### config.mk
export PLATFORM = sky130hd
export DESIGN_NAME = adaptive_restart_limit_tuner_core
export DESIGN_NICKNAME = d
export VERILOG_FILES = /design/src/arlt_pkg.sv /design/src/adaptive_restart_limit_tuner_core.sv /design/src/arlt_sub_unit.sv /design/src/arlt_limit_update.sv
export SDC_FILE = /design/constraint.sdc
export NUM_CORES = 1
export LEC_CHECK = 0
export BUFFER_PORTS_ARGS = -buffer_cell sky130_fd_sc_hd__buf_2
export CORE_MARGIN = 3
export CORE_UTILIZATION = 44
export CTS_CLUSTER_SIZE = 28
export DETAILED_ROUTE_END_ITERATION = 12
export PLACE_DENSITY = 0.63
export SETUP_SLACK_MARGIN = 0.3
export SKIP_CTS_REPAIR_TIMING = 1
export SYNTH_ARGS = -nofsm -noshare
export SYNTH_HDL_FRONTEND = slang
export SYNTH_SLANG_ARGS = --single-unit
### constraint.sdc
create_clock -name i_clk -period 12.1 [get_ports i_clk]
set_clock_uncertainty 0.2 [all_clocks]
set_input_delay 0.605 -clock i_clk [delete_from_list [all_inputs] [get_ports i_clk]]
set_output_delay 0.605 -clock i_clk [all_outputs]
set_load 0.05 [all_outputs]
### src/arlt_pkg.sv
// Shared types, constants and register map of the restart limit tuner.
package arlt_pkg;

    localparam int TICK_WIDTH_DEF = 32;
    localparam int EXT_W          = 64;
    localparam int FIELD_TICK_W   = 32;
    localparam int ACC_W          = 32;
    localparam int ACC_SUM_W      = EXT_W + 1;
    localparam int PROD_W         = 39;
    localparam int QUOT_BITS      = 10;
    localparam int DIV_A_W        = PROD_W - QUOT_BITS;
    localparam int WIN_W          = 16;
    localparam int PCT_W          = 8;
    localparam int CNT_W          = 4;
    localparam int LIMIT_W        = 8;
    localparam int USAGE_W        = 10;
    localparam int RES_W          = 4;
    localparam int STEP_W         = 4;

    localparam int ADDR_W         = 5;
    localparam int DATA_W         = 32;
    localparam int S_TDATA_W      = 72;
    localparam int M_TDATA_W      = 24;

    localparam logic [WIN_W-1:0]   WINDOW_RST    = 16'd10;
    localparam logic [WIN_W-1:0]   INTERVAL_RST  = 16'd20;
    localparam logic [PCT_W-1:0]   PEAK_LOAD_RST = 8'd110;
    localparam logic [PCT_W-1:0]   LOAD_GAP_RST  = 8'd20;
    localparam logic [LIMIT_W-1:0] MAX_RST_RST   = 8'd10;
    localparam logic [CNT_W-1:0]   HIGH_LIM_RST  = 4'd6;
    localparam logic [CNT_W-1:0]   LOW_LIM_RST   = 4'd6;
    localparam logic [USAGE_W-1:0] USAGE_SAT     = 10'd1023;

    localparam logic [2:0] REG_WINDOW_TICKS   = 3'd0;
    localparam logic [2:0] REG_COUNT_INTERVAL = 3'd1;
    localparam logic [2:0] REG_PEAK_LOAD      = 3'd2;
    localparam logic [2:0] REG_LOAD_GAP       = 3'd3;
    localparam logic [2:0] REG_MAX_RESTART    = 3'd4;
    localparam logic [2:0] REG_HIGH_LIMIT     = 3'd5;
    localparam logic [2:0] REG_LOW_LIMIT      = 3'd6;

    localparam logic OP_BUSY = 1'b0;
    localparam logic OP_IDLE = 1'b1;

    typedef enum logic [2:0] {
        ST_IDLE,
        ST_ACCUM,
        ST_MUL,
        ST_CHECK,
        ST_DIV,
        ST_UPDATE,
        ST_OUT
    } t_state;

    typedef enum logic [1:0] {
        CNT_NONE,
        CNT_LOW,
        CNT_HIGH
    } t_count_kind;

    typedef struct packed {
        logic [CNT_W-1:0]   high;
        logic [CNT_W-1:0]   low;
        logic [LIMIT_W-1:0] limit;
    } t_win_cnt;

    typedef struct packed {
        logic s_tready;
        logic m_tvalid;
        logic sel_div;
    } t_ctrl;

endpackage

### src/adaptive_restart_limit_tuner_core.sv
// Top level of the restart limit tuner: sequencer, window state and register port.
// An idle event or a busy pass that does not close a window goes from accumulate to
// output. A closing pass multiplies, checks for saturation, runs 10 divider steps
// unless usage saturates, and updates; the shared subtract unit serves the check and
// the divider steps. A new input is taken only after the previous result transfer.
// Synchronous active-low reset restores configuration, window and sequencer state only.
module adaptive_restart_limit_tuner_core #(
    parameter int TICK_WIDTH = arlt_pkg::TICK_WIDTH_DEF
) (
    input  logic                            i_clk,
    input  logic                            i_rst_n,
    // now_tick [31:0], start_tick [63:32], load_reserved [67:64]
    input  logic [arlt_pkg::S_TDATA_W-1:0]  i_s_tdata,
    // opcode [0]
    input  logic                            i_s_tuser,
    input  logic                            i_s_tvalid,
    output logic                            o_s_tready,
    // restart_limit [7:0], usage_percent [17:8]
    output logic [arlt_pkg::M_TDATA_W-1:0]  o_m_tdata,
    // window_closed [0]
    output logic                            o_m_tuser,
    output logic                            o_m_tvalid,
    input  logic                            i_m_tready,
    input  logic                            psel,
    input  logic                            penable,
    input  logic                            pwrite,
    input  logic [arlt_pkg::ADDR_W-1:0]     paddr,
    input  logic [arlt_pkg::DATA_W-1:0]     pwdata,
    output logic [arlt_pkg::DATA_W-1:0]     prdata,
    output logic                            pready
);

    arlt_pkg::t_state   r_state, n_state;
    arlt_pkg::t_ctrl    w_ctrl;

    logic [arlt_pkg::WIN_W-1:0]   r_window_ticks;
    logic [arlt_pkg::WIN_W-1:0]   r_interval;
    logic [arlt_pkg::PCT_W-1:0]   r_peak_load;
    logic [arlt_pkg::PCT_W-1:0]   r_load_gap;
    logic [arlt_pkg::LIMIT_W-1:0] r_max_restart;
    logic [arlt_pkg::CNT_W-1:0]   r_high_lim;
    logic [arlt_pkg::CNT_W-1:0]   r_low_lim;

    logic                          r_op;
    logic [TICK_WIDTH-1:0]         r_now;
    logic [TICK_WIDTH-1:0]         r_start;
    logic [arlt_pkg::RES_W-1:0]    r_reserved;

    logic [arlt_pkg::ACC_W-1:0]    r_accum;
    logic [TICK_WIDTH-1:0]         r_window_deadline;
    logic [TICK_WIDTH-1:0]         r_count_deadline;
    arlt_pkg::t_win_cnt            r_cnt;
    logic [arlt_pkg::USAGE_W-1:0]  r_usage;
    logic                          r_closed;

    logic [arlt_pkg::PROD_W-1:0]    r_prod;
    logic [arlt_pkg::WIN_W-1:0]     r_rem;
    logic [arlt_pkg::QUOT_BITS-1:0] r_quot;
    logic [arlt_pkg::STEP_W-1:0]    r_step;

    logic [arlt_pkg::EXT_W-1:0]     w_now_ext;
    logic [arlt_pkg::EXT_W-1:0]     w_start_ext;
    logic [TICK_WIDTH-1:0]          w_busy;
    logic [arlt_pkg::ACC_SUM_W-1:0] w_sum;
    logic [arlt_pkg::ACC_W-1:0]     w_acc_next;
    logic [TICK_WIDTH-1:0]          w_win_diff;
    logic                           w_win_due;
    logic [arlt_pkg::PROD_W-1:0]    w_prod;
    logic [arlt_pkg::WIN_W-1:0]     w_divisor;
    logic [arlt_pkg::DIV_A_W-1:0]   w_sub_a;
    logic                           w_sub_ge;
    logic [arlt_pkg::DIV_A_W-1:0]   w_sub_diff;
    logic [arlt_pkg::PCT_W-1:0]     w_high_th;
    logic [arlt_pkg::PCT_W-1:0]     w_low_base;
    logic [arlt_pkg::PCT_W-1:0]     w_low_th;
    arlt_pkg::t_count_kind          w_kind;
    arlt_pkg::t_win_cnt             w_cnt_upd;
    logic [TICK_WIDTH-1:0]          w_deadline_upd;
    logic                           w_cfg_wr;

    assign w_cfg_wr = psel && penable && pwrite;
    assign pready   = 1'b1;

    always_ff @(posedge i_clk) begin
        if (!i_rst_n) begin
            r_window_ticks <= arlt_pkg::WINDOW_RST;
            r_interval     <= arlt_pkg::INTERVAL_RST;
            r_peak_load    <= arlt_pkg::PEAK_LOAD_RST;
            r_load_gap     <= arlt_pkg::LOAD_GAP_RST;
            r_max_restart  <= arlt_pkg::MAX_RST_RST;
            r_high_lim     <= arlt_pkg::HIGH_LIM_RST;
            r_low_lim      <= arlt_pkg::LOW_LIM_RST;
        end else if (w_cfg_wr) begin
            unique case (paddr[4:2])
                arlt_pkg::REG_WINDOW_TICKS:   r_window_ticks <= pwdata[15:0];
                arlt_pkg::REG_COUNT_INTERVAL: r_interval     <= pwdata[15:0];
                arlt_pkg::REG_PEAK_LOAD:      r_peak_load    <= pwdata[7:0];
                arlt_pkg::REG_LOAD_GAP:       r_load_gap     <= pwdata[7:0];
                arlt_pkg::REG_MAX_RESTART:    r_max_restart  <= pwdata[7:0];
                arlt_pkg::REG_HIGH_LIMIT:     r_high_lim     <= pwdata[3:0];
                arlt_pkg::REG_LOW_LIMIT:      r_low_lim      <= pwdata[3:0];
                default: begin
                end
            endcase
        end
    end

    always_comb begin
        unique case (paddr[4:2])
            arlt_pkg::REG_WINDOW_TICKS:   prdata = 32'(r_window_ticks);
            arlt_pkg::REG_COUNT_INTERVAL: prdata = 32'(r_interval);
            arlt_pkg::REG_PEAK_LOAD:      prdata = 32'(r_peak_load);
            arlt_pkg::REG_LOAD_GAP:       prdata = 32'(r_load_gap);
            arlt_pkg::REG_MAX_RESTART:    prdata = 32'(r_max_restart);
            arlt_pkg::REG_HIGH_LIMIT:     prdata = 32'(r_high_lim);
            arlt_pkg::REG_LOW_LIMIT:      prdata = 32'(r_low_lim);
            default:                      prdata = '0;
        endcase
    end

    assign w_now_ext   = arlt_pkg::EXT_W'(i_s_tdata[31:0]);
    assign w_start_ext = arlt_pkg::EXT_W'(i_s_tdata[63:32]);

    assign w_busy     = r_now - r_start;
    assign w_sum      = arlt_pkg::ACC_SUM_W'(r_accum) + arlt_pkg::ACC_SUM_W'(w_busy);
    assign w_acc_next = (w_sum[arlt_pkg::ACC_SUM_W-1:arlt_pkg::ACC_W] != '0) ? '1 :
                        w_sum[arlt_pkg::ACC_W-1:0];

    assign w_win_diff = r_now - r_window_deadline;
    assign w_win_due  = (w_win_diff != '0) && !w_win_diff[TICK_WIDTH-1];

    assign w_prod = (arlt_pkg::PROD_W'(r_accum) << 6) + (arlt_pkg::PROD_W'(r_accum) << 5) +
                    (arlt_pkg::PROD_W'(r_accum) << 2);

    assign w_divisor = (r_window_ticks == '0) ? 16'd1 : r_window_ticks;
    assign w_sub_a   = w_ctrl.sel_div ?
                       arlt_pkg::DIV_A_W'({r_rem, r_prod[arlt_pkg::QUOT_BITS-1]}) :
                       r_prod[arlt_pkg::PROD_W-1:arlt_pkg::QUOT_BITS];

    arlt_sub_unit u_sub (
        .i_a    (w_sub_a),
        .i_b    (w_divisor),
        .o_ge   (w_sub_ge),
        .o_diff (w_sub_diff)
    );

    assign w_high_th  = (r_peak_load > 8'(r_reserved)) ? r_peak_load - 8'(r_reserved) : '0;
    assign w_low_base = (r_peak_load > r_load_gap) ? r_peak_load - r_load_gap : '0;
    assign w_low_th   = (w_low_base > 8'(r_reserved)) ? w_low_base - 8'(r_reserved) : '0;

    always_comb begin
        w_kind = arlt_pkg::CNT_NONE;
        if (r_state == arlt_pkg::ST_ACCUM) begin
            if (r_op == arlt_pkg::OP_IDLE) begin
                w_kind = arlt_pkg::CNT_LOW;
            end
        end else if (r_quot >= 10'(w_high_th)) begin
            w_kind = arlt_pkg::CNT_HIGH;
        end else if (r_quot < 10'(w_low_th)) begin
            w_kind = arlt_pkg::CNT_LOW;
        end
    end

    arlt_limit_update #(
        .TICK_WIDTH (TICK_WIDTH)
    ) u_limit (
        .i_kind        (w_kind),
        .i_cnt         (r_cnt),
        .i_now         (r_now),
        .i_deadline    (r_count_deadline),
        .i_interval    (r_interval),
        .i_high_lim    (r_high_lim),
        .i_low_lim     (r_low_lim),
        .i_max_restart (r_max_restart),
        .o_cnt         (w_cnt_upd),
        .o_deadline    (w_deadline_upd)
    );

    always_comb begin
        n_state = r_state;
        unique case (r_state)
            arlt_pkg::ST_IDLE: begin
                if (i_s_tvalid) begin
                    n_state = arlt_pkg::ST_ACCUM;
                end
            end
            arlt_pkg::ST_ACCUM: begin
                if (r_op == arlt_pkg::OP_BUSY && w_win_due) begin
                    n_state = arlt_pkg::ST_MUL;
                end else begin
                    n_state = arlt_pkg::ST_OUT;
                end
            end
            arlt_pkg::ST_MUL:    n_state = arlt_pkg::ST_CHECK;
            arlt_pkg::ST_CHECK: begin
                n_state = w_sub_ge ? arlt_pkg::ST_UPDATE : arlt_pkg::ST_DIV;
            end
            arlt_pkg::ST_DIV: begin
                if (r_step == 4'(arlt_pkg::QUOT_BITS - 1)) begin
                    n_state = arlt_pkg::ST_UPDATE;
                end
            end
            arlt_pkg::ST_UPDATE: n_state = arlt_pkg::ST_OUT;
            arlt_pkg::ST_OUT: begin
                if (i_m_tready) begin
                    n_state = arlt_pkg::ST_IDLE;
                end
            end
            default: n_state = arlt_pkg::ST_IDLE;
        endcase
    end

    always_comb begin
        w_ctrl = '0;
        unique case (r_state)
            arlt_pkg::ST_IDLE: w_ctrl.s_tready = 1'b1;
            arlt_pkg::ST_DIV:  w_ctrl.sel_div  = 1'b1;
            arlt_pkg::ST_OUT:  w_ctrl.m_tvalid = 1'b1;
            default: begin
            end
        endcase
    end

    always_ff @(posedge i_clk) begin
        if (!i_rst_n) begin
            r_state <= arlt_pkg::ST_IDLE;
        end else begin
            r_state <= n_state;
        end
    end

    always_ff @(posedge i_clk) begin
        if (!i_rst_n) begin
            r_accum           <= '0;
            r_window_deadline <= '0;
            r_count_deadline  <= '0;
            r_cnt.high        <= '0;
            r_cnt.low         <= '0;
            r_cnt.limit       <= arlt_pkg::MAX_RST_RST;
            r_usage           <= '0;
            r_closed          <= 1'b0;
        end else begin
            unique case (r_state)
                arlt_pkg::ST_ACCUM: begin
                    r_closed <= 1'b0;
                    if (r_op == arlt_pkg::OP_IDLE) begin
                        r_cnt             <= w_cnt_upd;
                        r_count_deadline  <= w_deadline_upd;
                        r_window_deadline <= r_now + TICK_WIDTH'(r_window_ticks);
                        r_accum           <= '0;
                    end else begin
                        r_accum <= w_acc_next;
                    end
                end
                arlt_pkg::ST_UPDATE: begin
                    r_usage           <= r_quot;
                    r_cnt             <= w_cnt_upd;
                    r_count_deadline  <= w_deadline_upd;
                    r_window_deadline <= r_now + TICK_WIDTH'(r_window_ticks);
                    r_accum           <= '0;
                    r_closed          <= 1'b1;
                end
                default: begin
                end
            endcase
        end
    end

    always_ff @(posedge i_clk) begin
        unique case (r_state)
            arlt_pkg::ST_IDLE: begin
                if (i_s_tvalid) begin
                    r_op       <= i_s_tuser;
                    r_now      <= w_now_ext[TICK_WIDTH-1:0];
                    r_start    <= w_start_ext[TICK_WIDTH-1:0];
                    r_reserved <= i_s_tdata[67:64];
                end
            end
            arlt_pkg::ST_MUL: r_prod <= w_prod;
            arlt_pkg::ST_CHECK: begin
                r_step <= '0;
                if (w_sub_ge) begin
                    r_quot <= arlt_pkg::USAGE_SAT;
                end else begin
                    r_rem <= r_prod[25:10];
                end
            end
            arlt_pkg::ST_DIV: begin
                r_rem  <= w_sub_ge ? w_sub_diff[15:0] : w_sub_a[15:0];
                r_quot <= {r_quot[arlt_pkg::QUOT_BITS-2:0], w_sub_ge};
                r_prod <= r_prod << 1;
                r_step <= r_step + 4'd1;
            end
            default: begin
            end
        endcase
    end

    assign o_s_tready = w_ctrl.s_tready;
    assign o_m_tvalid = w_ctrl.m_tvalid;
    assign o_m_tdata  = {6'd0, r_usage, r_cnt.limit};
    assign o_m_tuser  = r_closed;

endmodule

### src/arlt_sub_unit.sv
// Shared compare and subtract unit used by the saturation check and the divider steps.
module arlt_sub_unit (
    input  logic [arlt_pkg::DIV_A_W-1:0] i_a,
    input  logic [arlt_pkg::WIN_W-1:0]   i_b,
    output logic                         o_ge,
    output logic [arlt_pkg::DIV_A_W-1:0] o_diff
);

    logic [arlt_pkg::DIV_A_W:0] w_sub;

    assign w_sub  = {1'b0, i_a} - (arlt_pkg::DIV_A_W + 1)'(i_b);
    assign o_ge   = ~w_sub[arlt_pkg::DIV_A_W];
    assign o_diff = w_sub[arlt_pkg::DIV_A_W-1:0];

endmodule

### src/arlt_limit_update.sv
// High and low window counting with rate limit, and the restart limit adjustment.
module arlt_limit_update #(
    parameter int TICK_WIDTH = arlt_pkg::TICK_WIDTH_DEF
) (
    input  arlt_pkg::t_count_kind            i_kind,
    input  arlt_pkg::t_win_cnt               i_cnt,
    input  logic [TICK_WIDTH-1:0]            i_now,
    input  logic [TICK_WIDTH-1:0]            i_deadline,
    input  logic [arlt_pkg::WIN_W-1:0]       i_interval,
    input  logic [arlt_pkg::CNT_W-1:0]       i_high_lim,
    input  logic [arlt_pkg::CNT_W-1:0]       i_low_lim,
    input  logic [arlt_pkg::LIMIT_W-1:0]     i_max_restart,
    output arlt_pkg::t_win_cnt               o_cnt,
    output logic [TICK_WIDTH-1:0]            o_deadline
);

    logic [TICK_WIDTH-1:0] w_diff;
    logic                  w_fire;

    assign w_diff = i_now - i_deadline;
    assign w_fire = (w_diff != '0) && !w_diff[TICK_WIDTH-1];

    always_comb begin
        o_cnt      = i_cnt;
        o_deadline = i_deadline;
        case (i_kind)
            arlt_pkg::CNT_LOW: begin
                o_cnt.high = '0;
                if (w_fire) begin
                    o_cnt.low  = i_cnt.low + 4'd1;
                    o_deadline = i_now + TICK_WIDTH'(i_interval);
                end
                if (o_cnt.low >= i_low_lim) begin
                    o_cnt.low = '0;
                    if (i_cnt.limit < i_max_restart) begin
                        o_cnt.limit = i_cnt.limit + 8'd1;
                    end
                end
            end
            arlt_pkg::CNT_HIGH: begin
                o_cnt.low = '0;
                if (w_fire) begin
                    o_cnt.high = i_cnt.high + 4'd1;
                    o_deadline = i_now + TICK_WIDTH'(i_interval);
                end
                if (o_cnt.high >= i_high_lim) begin
                    o_cnt.high = '0;
                    if (i_cnt.limit > 8'd1) begin
                        o_cnt.limit = i_cnt.limit >> 1;
                    end
                end
            end
            default: begin
            end
        endcase
    end

endmodule

# After elaboration in Yosys (flattened, before gate mapping)
# Index checks and enable logic that the tools add are counted.
[word_totals]
ff_bits = 328
in_bits = 117
out_inout_bits = 60
[classes]
n_addsub = 16
n_lt_le_gt_ge = 9
eq_ne = 21
muxes = 48
bitwise_logic = 2
n_reduce_logical = 29
[ops]
columns = ["cell", "n"]
rows = [
  ["$mux 32", 6],
  ["$pmux 32 s2", 3],
  ["$pmux 16 s7", 1],
  ["$pmux 16 s2", 3],
  ["$sub 32x32->32", 3],
  ["$pmux 39 s2", 1],
  ["$add 32x16->32", 2],
  ["$mux 16", 4],
  ["$reduce_bool 32->1", 2],
  ["$mux 8", 6],
  ["$add 38x37->39", 1],
  ["$add 39x34->39", 1],
  ["$add 32x32->33", 1],
  ["$reduce_bool 33->1", 1],
  ["$sub 29x16->30", 1],
  ["$mux 29", 1],
  ["$reduce_and 2->1", 11],
  ["$pmux 3 s7", 1],
  ["$mux 4", 5],
  ["$pmux 10 s2", 1],
  ["$eq 3x3->1 const B", 6],
  ["$gt 8x4->1", 2],
  ["$logic_not 16->1", 1],
  ["$sub 8x4->8", 2],
  ["other kinds (30)", 59],
]

# Depth between registers and ports, before layout
# Gate-level depths: netlist of run 1.
[depth]
ltp_word = 15
depth_mapped = 39
mapped_depth_nobuf = 36

# Hierarchy
# From an unflattened synthesis of run 1, not the netlist that was laid out.
[hier_totals]
cells_unflattened = 3562
hier_area_um2 = 28391.0
[modules_own_cells]
columns = ["module", "n_inst", "cells_each", "area_per_inst_um2", "seq_area_each_um2"]
rows = [
  ["adaptive_restart_limit_tuner_core", 1, 2646, 22311.4, 7887.6],
  ["arlt_limit_update", 1, 743, 4917.2, 0.0],
  ["arlt_sub_unit", 1, 173, 1162.4, 0.0],
]

# Worst setup path after synthesis of run 1
# Ideal clock, no wire load.
[synth_path]
path_type = "reg2reg"
from = "reg r_peak_load[0] (netlist bit)"
to = "reg r_cnt, in the netlist o_m_tdata[7]"
arrival_ns = 6.249
required_time_ns = 11.824
path_slack_ns = 5.575
stages_incl_launch_ff = 36
synth_period_minus_slack_ns = 6.525
path_cell_list = "dfxtp_1 inv_1 ha_1 inv_1 fa_1 nand2_1 nand2_1 a21oi_1 o21ai_0 a21oi_1 o21bai_1 a21oi_1 or2_2 clkbuf_1 nor2_1 ha_1 nor2b_1 o21ai_0 nand2b_1 nand2_1 o21ai_0 nand2_1 ha_1 a21o_1 a21o_1 a21oi_1 nor2b_1 o21ai_0 o2111ai_1 o311a_1 ha_1 and3b_1 or4_1 clkbuf_1 or4_1 a21boi_0"
[synth_between]
elab_chain_len = 12
word_cells_on_any_way = 19
cone_classes = "add/sub (3); order compare (5); eq/ne (2); mux (9)"
[synth_lines]
columns = ["element", "line_no", "text"]
rows = [
  ["from (decl)", "adaptive_restart_limit_tuner_core.sv:38", "logic [arlt_pkg::PCT_W-1:0] r_peak_load;"],
  ["from (signal assigned)", "adaptive_restart_limit_tuner_core.sv:88", "r_peak_load <= arlt_pkg::PEAK_LOAD_RST;"],
  ["from (signal assigned)", "adaptive_restart_limit_tuner_core.sv:97", "arlt_pkg::REG_PEAK_LOAD: r_peak_load <= pwdata[7:0];"],
  ["$sub 8x8->8 or $gt 8x8->1 (tied branches)", "adaptive_restart_limit_tuner_core.sv:148", "assign w_low_base = (r_peak_load > r_load_gap) ? r_peak_load - r_load_gap : '0;"],
  ["$mux 8", "adaptive_restart_limit_tuner_core.sv:148", ""],
  ["$sub 8x4->8 or $gt 8x4->1 (tied branches)", "adaptive_restart_limit_tuner_core.sv:149", "assign w_low_th = (w_low_base > 8'(r_reserved)) ? w_low_base - 8'(r_reserved) : '0;"],
  ["$mux 8", "adaptive_restart_limit_tuner_core.sv:149", ""],
  ["$lt 10x8->1", "adaptive_restart_limit_tuner_core.sv:159", "end else if (r_quot < 10'(w_low_th)) begin"],
  ["$mux 1", "adaptive_restart_limit_tuner_core.sv:159", ""],
  ["$mux 2 *", "adaptive_restart_limit_tuner_core.sv:157", "end else if (r_quot >= 10'(w_high_th)) begin"],
  ["$mux 2 *", "adaptive_restart_limit_tuner_core.sv:153", "if (r_state == arlt_pkg::ST_ACCUM) begin"],
  ["$eq 2x2->1 or $eq 2x1->1 (tied branches)", "arlt_limit_update.sv:26", "case (i_kind)"],
  ["$pmux 16 s2 *", "arlt_limit_update.sv:26", ""],
  ["$mux 16", "adaptive_restart_limit_tuner_core.sv:246", "if (r_op == arlt_pkg::OP_IDLE) begin"],
  ["$pmux 16 s2 *", "adaptive_restart_limit_tuner_core.sv:243", "unique case (r_state)"],
  ["to (signal assigned)", "adaptive_restart_limit_tuner_core.sv:247", "r_cnt <= w_cnt_upd;"],
  ["to (signal assigned)", "adaptive_restart_limit_tuner_core.sv:257", "r_cnt <= w_cnt_upd;"],
  ["to (decl)", "adaptive_restart_limit_tuner_core.sv:52", "arlt_pkg::t_win_cnt r_cnt;"],
]
# Mark *: on every way between the ends. The rest lies on a longest branch, timed or not. The select of a mux whose other input is x is not followed.
# A chain may end at the register's enable or synchronous reset.

# Worst setup path after layout of run 1
# Same ends and word-level chain as after synthesis.

==> results of run 1 <==
[routing by layer]
layer  vias up  wire length [microns]  global-route usage [%]
li1      11684                      -                       -
met1     10997                  35900                    32.9
met2       600                  33900                    37.0
met3       108                   3700                    2.36
met4         0                   1900                    6.58
met5         -                      0                       0
[layout by cell type, fill, tap and decap left out, types with 65 or more instances in the layout]
cell type and n:
sky130_fd_sc_hd__a21o_1 86, sky130_fd_sc_hd__a21oi_1 253, sky130_fd_sc_hd__buf_2 130, sky130_fd_sc_hd__dfxtp_1 190, sky130_fd_sc_hd__edfxtp_1 136, sky130_fd_sc_hd__ha_1 264
sky130_fd_sc_hd__inv_1 218, sky130_fd_sc_hd__mux2i_1 68, sky130_fd_sc_hd__nand2_1 426, sky130_fd_sc_hd__nand3_1 66, sky130_fd_sc_hd__nor2_1 201, sky130_fd_sc_hd__nor2b_1 65
sky130_fd_sc_hd__o21ai_0 188, sky130_fd_sc_hd__xnor2_1 112, sky130_fd_sc_hd__xor2_1 66
[per-stage QoR]
step                      total power, mW  worst slack (ns)  cell area (sq um)  hold WS [ns]
after floorplan                      5.07              5.58              26800         0.232
after global placement               6.09              4.54              27900         0.240
after detailed placement             6.10              4.51              27900         0.245
after CTS                            7.48              4.47              29400       -0.0432
after global routing                 8.11              3.83              29800      -0.00644
final                                7.48              4.40              29800       0.00497
[final cells by class]
class / instances / area (sq um) / area share (%)
diodes: 1 / 2.50 / 0.00841
clock buffers: 53 / 1160 / 3.90
clock inverters: 21 / 322 / 1.08
inverters: 219 / 822 / 2.76
multi-input cells: 2554 / 17500 / 58.7
flip-flops and latches: 326 / 7890 / 26.5
well taps: 773 / 967 / 3.25
repair buffers: 182 / 1140 / 3.83
[worst max-delay path: cells and delay by family, from the launching register on]
kind / cells / cell delay (ns)
compound gates: 14 / 2.66
fa+ha+maj: 5 / 1.62
buf+inv: 2 / 0.16
flops: 1 / 0.33
simple gates: 12 / 2.63
[sequential cells by signal, indices dropped and copies added (netlist names), 10 cells and up]
register	count
r_prod	37
r_accum	32
r_count_deadline	32
r_now	32
r_start	32
r_window_deadline	32
r_interval	16
r_rem	16
r_window_ticks	16
r_quot	10
r_usage	10
[worst max path at each step]
| stage | start | end | slack (ns) | cells after the start |
|---|---|---|---|---|
| floorplan | r_peak_load[0] | o_m_tdata[7] | 5.58 | 35 |
| global placement | r_now[1] | o_m_tdata[7] | 4.54 | 22 |
| detailed placement | r_peak_load[0] | o_m_tdata[7] | 4.51 | 33 |
| CTS | r_peak_load[0] | o_m_tdata[7] | 4.47 | 33 |
| global route | r_peak_load[0] | r_count_deadline[19] | 3.83 | 33 |
| finish | r_peak_load[0] | o_m_tdata[7] | 4.40 | 33 |
[cell families (layout without fill, tap and decap cells)]
group	after synthesis	count (layout)	share of synthesized area (%)
other	2	24	0.0281
flip-flops	326	326	29.5
buffers and inverters	355	475	5.53
XOR/XNOR	178	178	5.84
AND/OR/NAND/NOR	1061	1061	18.8
multiplexers	78	78	3.05
adder cells (fa/ha/maj)	303	303	15.3
AO/OA/AOI/OAI	911	911	21.9
[power by group through the flow]
| stage | combinational, mW | clock, mW | sequential (mW) |
|---|---|---|---|
| detailed placement | 4.24 | 0 | 1.86 |
| global placement | 4.23 | 0 | 1.86 |
| finish | 4.29 | 1.34 | 1.84 |
| floorplan | 3.32 | 0 | 1.75 |
| global route | 4.82 | 1.41 | 1.88 |
| CTS | 4.27 | 1.36 | 1.84 |
==> out/summary.log, run 1 <==
[layout] layout cells sized above 1 8.08%
[logic_synthesis] post-synth top area cell sky130_fd_sc_hd__edfxtp_1
[timing] slew at the pin with the worst max-slew slack 1.18 ns
[timing] setup repair after global routing missed its margin no
[placement] weighted congestion at the end of routability-driven global placement 0.922
[logic_synthesis] mean post-synth cell area 8.31 sq um
[layout] post-route non-filler standard cell count 4129
[grt] largest net degree at the start of global routing 75
[logic_synthesis] most used standard cell by instance count after synthesis sky130_fd_sc_hd__nand2_1
[grt] initial antenna violation count 1
[logic_synthesis] Seq/Total Area, Yosys 29.5%
[grt] first-pass GRT wire length 118000 microns
[power] power share of the sequential group 24.6%
[layout] number of nets in the layout 3743
[logic_synthesis] biggest area contributors in the synthesized netlist sky130_fd_sc_hd__edfxtp_1 (15%), sky130_fd_sc_hd__dfxtp_1 (14%), sky130_fd_sc_hd__ha_1 (12%)
[worst_setup_path] CP Max Fanout 16
[run] Max-Cap Viols 0
[power] leakage power of the design 12.8 nW
[power] internal power contribution 4.05 mW
[power] worst IR drop on VDD 165 uV
[clock_tree] Num Clock Sinks 326
[power] power spent charging and discharging nets 3.43 mW
[logic_synthesis] synthesized netlist cell count 3214
[floorplanning] die height 252 microns
[layout] Area Growth Syn to Fin 11.5%
[route] vias 23.4k
[floorplanning] cell row count 89
[placement] post-detail-place hpwl 56700 microns
[logic_synthesis] Unique masters post-synth 92
[power] part of the power in the clock network 18.0%
[floorplanning] Die Outline Area 0.0637 sq mm
[route] iteration-0 DRC count of the detailed router 1794
[floorplanning] die span in x 252 microns
[clock_tree] clock-pin slew on the worst setup and hold paths 0.06 ns
[hold_path] Hold Crit Class input pin to register
[logic_synthesis] synthesis-stage register bit count 326
[logic_synthesis] Synth top area share 15.3%
[placement] number of placed instances with taps included 4014
[layout] filler instances 5779
[power] Gate power share 57.4%
[power] total power density per cell area 251 mW/mm^2
[timing] count of final max-slew check failures 0
[worst_setup_path] Worst EP arrival 8.02 ns
[logic_synthesis] ranking of synthesized cells by instance count sky130_fd_sc_hd__nand2_1 (426), sky130_fd_sc_hd__ha_1 (264), sky130_fd_sc_hd__a21oi_1 (254), sky130_fd_sc_hd__inv_1 (218), sky130_fd_sc_hd__nor2_1 (203)
[route] count of nets left with antenna violations after detail routing 0
[route] detailed-route DRC error count 0
[worst_setup_path] worst stage delay on the critical path 0.74 ns
[worst_setup_path] cell at the slowest stage of the critical path sky130_fd_sc_hd__or4_1
[placement] number of input and output port buffers inserted 131
[worst_setup_path] data required time at the worst endpoint 12.42 ns
[power] sw frac 45.8%
[hold_path] worst hold start i_s_tdata[40]
[hold_path] hold worst-path end r_start[8]
[clock_tree] H-tree depth 2
[timing] clock period minus worst slack 7.70 ns
[clock_tree] clock tree from TritonCTS built
[floorplanning] core outline area 0.0596 sq mm
[grt] total global-route track usage 23.0%
[timing] final-report hold violation count 0
[layout] final design utilization 50.0%
[route] wire per inst 18.3 microns
[run_status] outcome complete, no violations
[clock_tree] maximum buffer depth of the clock tree 3
[floorplanning] Initial Util 44.8%
[timing] Final setup viols 0
[timing] final cycle utilization of the critical path 63.7%
[worst_setup_path] CP Class register to register
[timing] Max Clock Freq 130 MHz
[route] via count normalized by instance count 5.66
[logic_synthesis] Cell Area, Synth 0.0267 sq mm
[logic_synthesis] fraction of synthesis flops using an asynchronous set or reset pin 0%
[clock_tree] worst-skew pair later-pin latency 0.59 ns
[worst_setup_path] r2r setup slk 4.40 ns
[worst_setup_path] Reg-to-Reg Start r_peak_load[0]
[grt] grt ovf 0
[worst_setup_path] number of cells traversed by the worst register-to-register path 33
[clock_tree] CTS Buf Count 40
[logic_synthesis] Top FF cell, synth sky130_fd_sc_hd__dfxtp_1
[worst_setup_path] type of element launching the critical path register
[timing] final total negative setup slack 0 ns
[hold_path] worst hold path stage count 1
[worst_setup_path] Worst setup EP type register
[grt] number of global-route vias before repair 21.4k
[logic_synthesis] count of synthesis-stage warnings from yosys 0
[clock_tree] CTS Root Buffer Type sky130_fd_sc_hd__clkbuf_16
[route] aggregate routed wire length 75400 microns
[logic_synthesis] number of flops mapped to enable cells by yosys 136
[timing] remaining max-slew budget at the tightest pin 21.1%
[route] router iterations before antenna repair 5
[worst_setup_path] capturing point of the worst reg2reg path o_m_tdata[7]
[floorplanning] top-level port count 177
(Power assumes the default switching activity.)
==> run 2: changes to the inputs <==
Settings changed: PLACE_DENSITY 0.63 to 0.65.
Clock period 12.1 ns to 6.5 ns, I/O delays scaled along.
==> run 2 against run 1 <==
  * Final cell count is 3.4% higher
  * Via count grew 3.1%
  * Die area stayed put
  * Highest routed layer unchanged
  * Sequential power is 79% higher
  * Count of clock-buffer cells in the layout rose by 3
  * Largest power group unchanged
==> out/summary.log, run 2 (same netlist as run 1, synthesis figures left out) <==
[run_status] outcome complete, no violations
[floorplanning] Die Outline Area 0.0637 sq mm
[floorplanning] core outline area 0.0596 sq mm
[layout] post-route non-filler standard cell count 4268
[timing] clock period minus worst slack 6.41 ns
[layout] layout cells sized above 1 12.0%
[hold_path] Hold Crit Class input pin to register
[grt] largest net degree at the start of global routing 81
[timing] remaining max-slew budget at the tightest pin 17.4%
[floorplanning] Initial Util 44.8%
[placement] post-detail-place hpwl 59000 microns
[clock_tree] H-tree depth 2
[worst_setup_path] cell at the slowest stage of the critical path sky130_fd_sc_hd__or4_4
[run] Max-Cap Viols 0
[route] vias 24.1k
[grt] initial antenna violation count 3
[timing] setup repair after global routing missed its margin yes
[timing] Max Clock Freq 156 MHz
[layout] Area Growth Syn to Fin 17.2%
[power] worst IR drop on VDD 291 uV
[grt] grt ovf 0
[placement] Post-Place Worst Slack -0.323 ns
[clock_tree] Num Clock Sinks 326
[worst_setup_path] Worst EP arrival 6.72 ns
[layout] flip-flop count of the largest register, all copies and words added 37
[worst_setup_path] Crit path top cell by count sky130_fd_sc_hd__a21oi_2
[worst_setup_path] Worst setup EP type register
[layout] filler instances 5618
[grt] first-pass GRT wire length 120000 microns
[route] via count normalized by instance count 5.65
[clock_tree] CTS Buf Count 41
[timing] Final setup viols 0
[worst_setup_path] CP Class register to register
[floorplanning] die span in x 252 microns
[timing] final worst hold slack 0.0172 ns
[grt] total global-route track usage 23.6%
[layout] final design utilization 52.5%
[route] iteration-0 DRC count of the detailed router 1938
[floorplanning] cell row count 89
[timing] final-report hold violation count 0
[power] Power Total 14.4 mW
[route] aggregate routed wire length 79400 microns
[route] wire per inst 18.6 microns
[placement] number of input and output port buffers inserted 131
[clock_tree] CTS Root Buffer Type sky130_fd_sc_hd__clkbuf_16
[worst_setup_path] type of element launching the critical path register
[floorplanning] die height 252 microns
[power] leakage power of the design 13.5 nW
[timing] worst setup margin 0.0936 ns
[placement] number of placed instances with taps included 4078
[clock_tree] maximum buffer depth of the clock tree 3
[route] count of nets left with antenna violations after detail routing 0
[timing] final cycle utilization of the critical path 98.6%
[layout] number of nets in the layout 3881
[layout] register bank with the most flops r_prod
[layout] most common library cell in the layout ignoring fill and taps sky130_fd_sc_hd__nand2_1
[worst_setup_path] data required time at the worst endpoint 6.81 ns
[clock_tree] worst-skew pair later-pin latency 0.58 ns
[floorplanning] top-level port count 177
[timing] count of final max-slew check failures 0
[clock_tree] clock-pin slew on the worst setup and hold paths 0.06 ns
[clock_tree] clock tree from TritonCTS built
[worst_setup_path] worst stage delay on the critical path 0.52 ns
[worst_setup_path] CP Max Fanout 3
[layout] highest-count cells in the layout ignoring fill and taps sky130_fd_sc_hd__nand2_1 (422), sky130_fd_sc_hd__ha_1 (255), sky130_fd_sc_hd__a21oi_1 (244), sky130_fd_sc_hd__inv_1 (215), sky130_fd_sc_hd__nor2_1 (197)
[grt] number of global-route vias before repair 21.7k
[timing] slew at the pin with the worst max-slew slack 1.23 ns
[route] detailed-route DRC error count 0
[route] router iterations before antenna repair 5
[power] total power density per cell area 459 mW/mm^2
[placement] weighted congestion at the end of routability-driven global placement 0.930
==> run 2: metal layers <==
metal  routed length (microns)  global-route usage [%]  vias up  share of wire, %
met5                         0                       0        -                 0
li1                          -                       -    11980                 -
met1                     36800                    33.0    11347                46
met2                     35900                    37.8      669                45
met3                      4200                    3.09      125               5.3
met4                      2440                    7.79        0               3.1
==> run 2: final timing paths <==
kind	to	slack, ns	cells past startpoint	startpoint
setup / recovery	o_m_tdata[7]	0.09	34	r_peak_load[0]
setup reg to reg	o_m_tdata[7]	0.09	34	r_peak_load[0]
hold reg to reg	r_usage[4]	0.25	2	r_usage[4]
hold / removal	r_start[3]	0.02	2	i_s_tvalid
==> run 2: critical path: cells and delay by family (launching register included) <==
family | cells | cell delay (ns)
AO/OA/AOI/OAI | 15 | 2.59
adder cells (fa/ha/maj) | 5 | 1.27
buffers and inverters | 3 | 0.17
AND/OR/NAND/NOR | 11 | 1.82
flip-flops | 1 | 0.32
==> run 2: area by class of cell <==
type,count,area [sq um],share of cell area [%]
Antenna cell,2,5.00,0.0160
Clock buffer,56,1130,3.62
Clock inverter,19,238,0.760
Inverter,219,822,2.63
Multi-Input combinational cell,2554,17900,57.1
Sequential cell,326,7890,25.2
Tap cell,773,967,3.09
Timing Repair Buffer,319,2380,7.60
==> run 2: metrics by stage <==
step                cell area (sq um)  TNS [ns]
floorplan                       26800         0
global placement                28400     -7.38
detailed placement              28400     -9.03
CTS                             29800    -10.28
global route                    31300     -1.95
finish                          31300         0
==> run 2: power breakdown <==
group / internal [mW] / switching [mW]
Clock: 1.39 / 0.969
Sequential: 2.85 / 0.441
Combinational: 3.51 / 5.19
Total: 7.75 / 6.60
